<file path="config.mk">
export PLATFORM = sky130hd
export DESIGN_NAME = psa_ctrl
export DESIGN_NICKNAME = d
export VERILOG_FILES = /design/src/rtl/psa_pkg.sv /design/src/rtl/psa_ctrl.sv
export SDC_FILE = /design/constraint.sdc
export NUM_CORES = 1
export LEC_CHECK = 0
export ABC_AREA = 1
export BUFFER_PORTS_ARGS = -buffer_cell sky130_fd_sc_hd__buf_2
export CORE_AREA = 8 8 45 47
export CTS_CLUSTER_SIZE = 28
export DETAILED_ROUTE_END_ITERATION = 8
export DIE_AREA = 0 0 53 55
export PLACE_DENSITY = 0.38
export SYNTH_ARGS = -nofsm -noshare
export SYNTH_HDL_FRONTEND = slang
export SYNTH_SLANG_ARGS = --single-unit
</file>
<file path="constraint.sdc">
create_clock -name i_clk -period 3 [get_ports i_clk]
set_input_delay 0.45 -clock i_clk [delete_from_list [all_inputs] [get_ports i_clk]]
set_output_delay 0.45 -clock i_clk [all_outputs]
set_load 0.01 [all_outputs]
</file>
<file path="src/rtl/psa_pkg.sv">
// psa_pkg: shared types and constants of the page span allocator
// used by psa_ctrl, psa_dp and page_span_allocator; no dependencies
`default_nettype none
package psa_pkg;

    localparam int START_W = 16;
    localparam int LEN_W   = 17;
    localparam int STAMP_W = 32;
    localparam int STAT_W  = 3;
    // table word: {stamp, mapped, free, length, start}
    localparam int WORD_W  = STAMP_W + 2 + LEN_W + START_W;
    localparam logic [LEN_W-1:0] LEN_MAX = {LEN_W{1'b1}};

    localparam logic [STAT_W-1:0] STAT_OK      = 3'd0;
    localparam logic [STAT_W-1:0] STAT_OOP     = 3'd1;
    localparam logic [STAT_W-1:0] STAT_FULL    = 3'd2;
    localparam logic [STAT_W-1:0] STAT_UNKNOWN = 3'd3;
    localparam logic [STAT_W-1:0] STAT_ZERO    = 3'd4;

    localparam logic OP_ALLOC = 1'b0;
    localparam logic OP_FREE  = 1'b1;

    typedef enum logic [2:0] {
        ST_IDLE,
        ST_SCAN,
        ST_DECIDE,
        ST_WR_TAIL,
        ST_WR_MAIN,
        ST_OUT
    } t_state;

    typedef struct packed {
        logic start;
        logic decide;
        logic wr_tail;
        logic wr_main;
        logic load_out;
    } t_cmd;

    typedef struct packed {
        logic in_zero;
        logic scan_done;
        logic out_busy;
    } t_sts;

endpackage
`default_nettype wire

</file>
<file path="src/rtl/psa_ctrl.sv">
// psa_ctrl: sequencing state machine of the page span allocator
// depends on psa_pkg; drives psa_dp through t_cmd, watches t_sts
`default_nettype none
module psa_ctrl
    import psa_pkg::*;
(
    input  wire logic i_clk,
    input  wire logic i_rst_n,
    input  wire logic i_s_tvalid,
    output logic      o_s_tready,
    input  wire t_sts i_sts,
    output t_cmd      o_cmd
);
    t_state r_state, n_state;

    always_ff @(posedge i_clk) begin
        if (!i_rst_n) begin
            r_state <= ST_IDLE;
        end else begin
            r_state <= n_state;
        end
    end

    always_comb begin
        n_state = r_state;
        unique case (r_state)
            ST_IDLE: begin
                if (i_s_tvalid) begin
                    n_state = i_sts.in_zero ? ST_OUT : ST_SCAN;
                end
            end
            ST_SCAN: begin
                if (i_sts.scan_done) begin
                    n_state = ST_DECIDE;
                end
            end
            ST_DECIDE:  n_state = ST_WR_TAIL;
            ST_WR_TAIL: n_state = ST_WR_MAIN;
            ST_WR_MAIN: n_state = ST_OUT;
            ST_OUT: begin
                if (!i_sts.out_busy) begin
                    n_state = ST_IDLE;
                end
            end
            default: n_state = ST_IDLE;
        endcase
    end

    always_comb begin
        o_cmd      = '0;
        o_s_tready = 1'b0;
        unique case (r_state)
            ST_IDLE: begin
                o_s_tready  = 1'b1;
                o_cmd.start = i_s_tvalid;
            end
            ST_DECIDE:  o_cmd.decide   = 1'b1;
            ST_WR_TAIL: o_cmd.wr_tail  = 1'b1;
            ST_WR_MAIN: o_cmd.wr_main  = 1'b1;
            ST_OUT:     o_cmd.load_out = !i_sts.out_busy;
            default: ;
        endcase
    end

`ifndef SYNTHESIS
    a_done_in_scan: assert property (@(posedge i_clk) disable iff (!i_rst_n)
        i_sts.scan_done |-> r_state == ST_SCAN)
        else $error("scan done outside scan");
    a_start_idle: assert property (@(posedge i_clk) disable iff (!i_rst_n)
        o_cmd.start |=> (r_state == ST_SCAN || r_state == ST_OUT))
        else $error("bad state after start");
`endif
endmodule
`default_nettype wire

</file>
* Yosys cells after proc, flatten, opt, wreduce, memory -nomap -nowiden
Index checks and enable logic that the tools add are counted.
** Word-level totals
- Bits in registers :: 3
- Bits of input ports :: 6
- Output and inout bits :: 6
- Word-level logic and storage cells :: 23
** Cells by class
- Equal/unequal tests :: 8
- Muxes and demuxes :: 11
- Reductions and logical operators :: 3
** Operator list (number)
- case mux 3 bit (6 select lines) :: 1
- two-way mux 3 bit :: 4
- == test 3 x 2 -> 1 bit (second input constant) :: 2
- == test 3 bit (second input constant) :: 2
- two-way mux 1 bit :: 6
- inequality test 2 bit (second input constant) :: 3
- == test 3 x 1 -> 1 bit (second input constant) :: 1
- logical NOT 3 bit :: 1
- AND reduction 3 bit :: 1
- logical NOT 1 bit :: 1

* Depth between registers and ports, before layout
- Word-level depth :: 3
- Depth in mapped cells :: 6
- Mapped depth without buffers :: 6

* Worst setup path before layout
No wires, ideal clock.
- Kind :: flip-flop to output port
- Start point :: register r_state[2]
- End point :: output port o_cmd[0] in the netlist's numbering
- Data arrival time :: 0.884 ns
- Data required time :: 2.550 ns
- Slack :: 1.666 ns
- Stages on the path, launching flop included :: 3
- Path buffers :: 0
- Cell sequence :: dfxtp_1 > inv_1 > nor4_1
** RTL lines
- from (decl) :: line psa_ctrl.sv:14 : t_state r_state, n_state;
- from (signal assigned) :: line psa_ctrl.sv:20 : r_state <= n_state;
- to (decl) :: line psa_ctrl.sv:12 : output t_cmd o_cmd

==> impl_metrics.tcl <==
set metrics [dict create \
    start_util_pct 18.2 \
    hold_start "i_rst_n" \
    h-tree-depth 1 \
    area_growth_pct 35.8 \
    cp-end-kind "primary output" \
    syn-cell-area_um2 251 \
    power_frac_comb_pct 43.6 \
    seq_area_um2 60.1 \
    arrival_ps 1150 \
    hold_viol_final 0 \
    seq_power_share_pct 26.7 \
    clock_latency_ps 230 \
    dr.pass1.iters 4 \
    powerDensity_mw_per_mm2 674 \
    num_rows 14 \
    drc_errors 0 \
    vias 269 \
    largest_register_ffs 3 \
    die_area_mm2 0.00292 \
    syn-num-nets 45 \
    final_common_cell "buf_2" \
    ant_nets 0 \
    wl_met3_um 62 \
    critical_path_class "reg2out" \
    vdd_drop_max_mv 0.119 \
    startpoint "r_state[2]" \
    cts.sinks 3 \
    clk_pin_slew_worst_paths_ps 40 \
    fin_skew_ps 1.28 \
    rsz0062_at_grt "false" \
    final_cell_mix "buf_2 (11), inv_1 (10), nand2_1 (5)" \
    drt-total-wl_um 582 \
    worstPathMaxFanout 8 \
    cts_tree "yes" \
    drt-initial-drc-count 1 \
    cts_root_buf "clkbuf_4" \
    cts_resized 0 \
    p_int_uw 138 \
    dr_wl_met2_um 288 \
    final_nets 60 \
    hold_depth 3 \
    relSlewSlack_pct 82.9 \
    start_kind "flop" \
    ioPinCount 12 \
    reg2regPathDepth 5 \
    finalPower_uw 230 \
    fmax_mhz 626 \
    numCtsBuffers 3 \
    dpl.hpwl_um 494 \
    period_needed_ps 1600 \
    cts.path.max_buffers 2 \
    topRoutingLayerUsed "met3" \
    antenna_found_initial 0 \
    utilization_pct 24.7 \
    yosys_register_bits 3 \
    diodes 0 \
    grt.total_usage_pct 4.37 \
    die_x_um 53 \
    netlist_instances 39 \
    regMostFlops "r_state" \
    status "complete, no violations" \
    top_regs "r_state: 3 flops" \
    grt_max_degree 9 \
    yosysUniqueCellTypes 16 \
    final_max_slew_viol_count 0 \
    final_layout_size_suffix_gt1_share_pct 41.5 \
    timing.rr.start "r_state[1]" \
    post_drt_wl_per_cell_um 8.43 \
    post-route-period-util_pct 53.3 \
    avgViaCountPerCell 3.90 \
    tightestPinTransition_ps 257 \
    grt_remaining_overflow 0 \
    worst_slack_ps 1400 \
    design.core.area_mm2 0.00138 \
    place.port_buffers 11 \
    cts_setup_buffers 0 \
    met1_length_um 231 \
    die_height_um 55 \
    swShare_pct 40.2 \
    synth-seq-area-share_pct 23.9 \
    whs_ps 495 \
    n_fill_cell 170 \
    syn-mean-instance-area_um2 6.45 \
    leakagePower_nw 0.211 \
    maxCapViolCount 0 \
    ys.warnings.count 0 \
    switching_power_uw 92.5 \
    crit_required_ps 2550 \
    gp_congestion 0.674 \
    multi_input_area_um2 139 \
    grt_pass1_vias 258 \
    setup_viol 0 \
    hold_buffers 0 \
    grt_pass1_wl_um 910 \
    hold_path_class "in2reg" \
    pwr-share-clk_pct 29.7 \
    dp_slack_ps 1570 \
    tns_ps 0 \
]
per-stage QoR:
step                      instance area [um2]  std cells
after floorplan                           251         39
after global placement                    315         65
after global routing                      342         69
after CTS                                 342         69
after detailed placement                  315         65
final                                     342         69
routing by layer:
metal / global-route usage, % / up-vias
met5: 0 / -
met4: 5.17 / 0
met3: 2.14 / 0
met2: 6.25 / 9
met1: 4.26 / 112
li1: - / 148
kinds of logic after synthesis:
kind of cell	Yosys count	synth area share [%]
AND/OR/NAND/NOR	21	48.3
buffers and inverters	12	20.9
flip-flops	3	23.9
AO/OA/AOI/OAI	3	6.96
power by group through the flow:
stage / clock [mW] / sequential, mW / combinational (mW)
3_3_place_gp: 0 / 0.0636 / 0.104
6_report: 0.0683 / 0.0616 / 0.100
4_1_cts: 0.0712 / 0.0617 / 0.103
5_1_grt: 0.0758 / 0.0629 / 0.116
3_5_place_dp: 0 / 0.0623 / 0.102
2_1_floorplan: 0 / 0.0565 / 0.0830
area by class of cell:
class                      instances  area share (%)
inverter                          11            12.1
tap                               16            5.86
sequential                         3            17.6
clock buffer                       4            7.69
multi-input combinational         24            40.7
timing repair buffer              11            16.1
worst paths after layout:
path | endpoint | slack [ps]
worst min register to register | r_state[0] | 640
worst min-delay path | r_state[0] | 500
worst max-delay path | o_cmd[0] | 1400
worst max register to register | r_state[0] | 1960
cell usage after synthesis:
library cell / instances / share of area [%]
inv_1: 10 / 15
nand2_1: 5 / 7.5
dfxtp_1: 3 / 24
nand3_1: 3 / 6.0
nand3_2: 3 / 12
nor2_1: 3 / 4.5
nor2_2: 3 / 7.5
a21oi_1: 1 / 2.0
buf_6: 1 / 4.5
inv_2: 1 / 1.5
nand4_1: 1 / 2.5
nor3_1: 1 / 2.0
nor3_2: 1 / 4.0
nor4_1: 1 / 2.5
o21ai_0: 1 / 2.0
o21bai_1: 1 / 3.0
critical path: stages, from the launching register on:
cell and delay [ps]:
dfxtp_1 360, inv_1 150, nor4_1 240, buf_2 170
No activity file was read; power rests on OpenSTA's default activity.
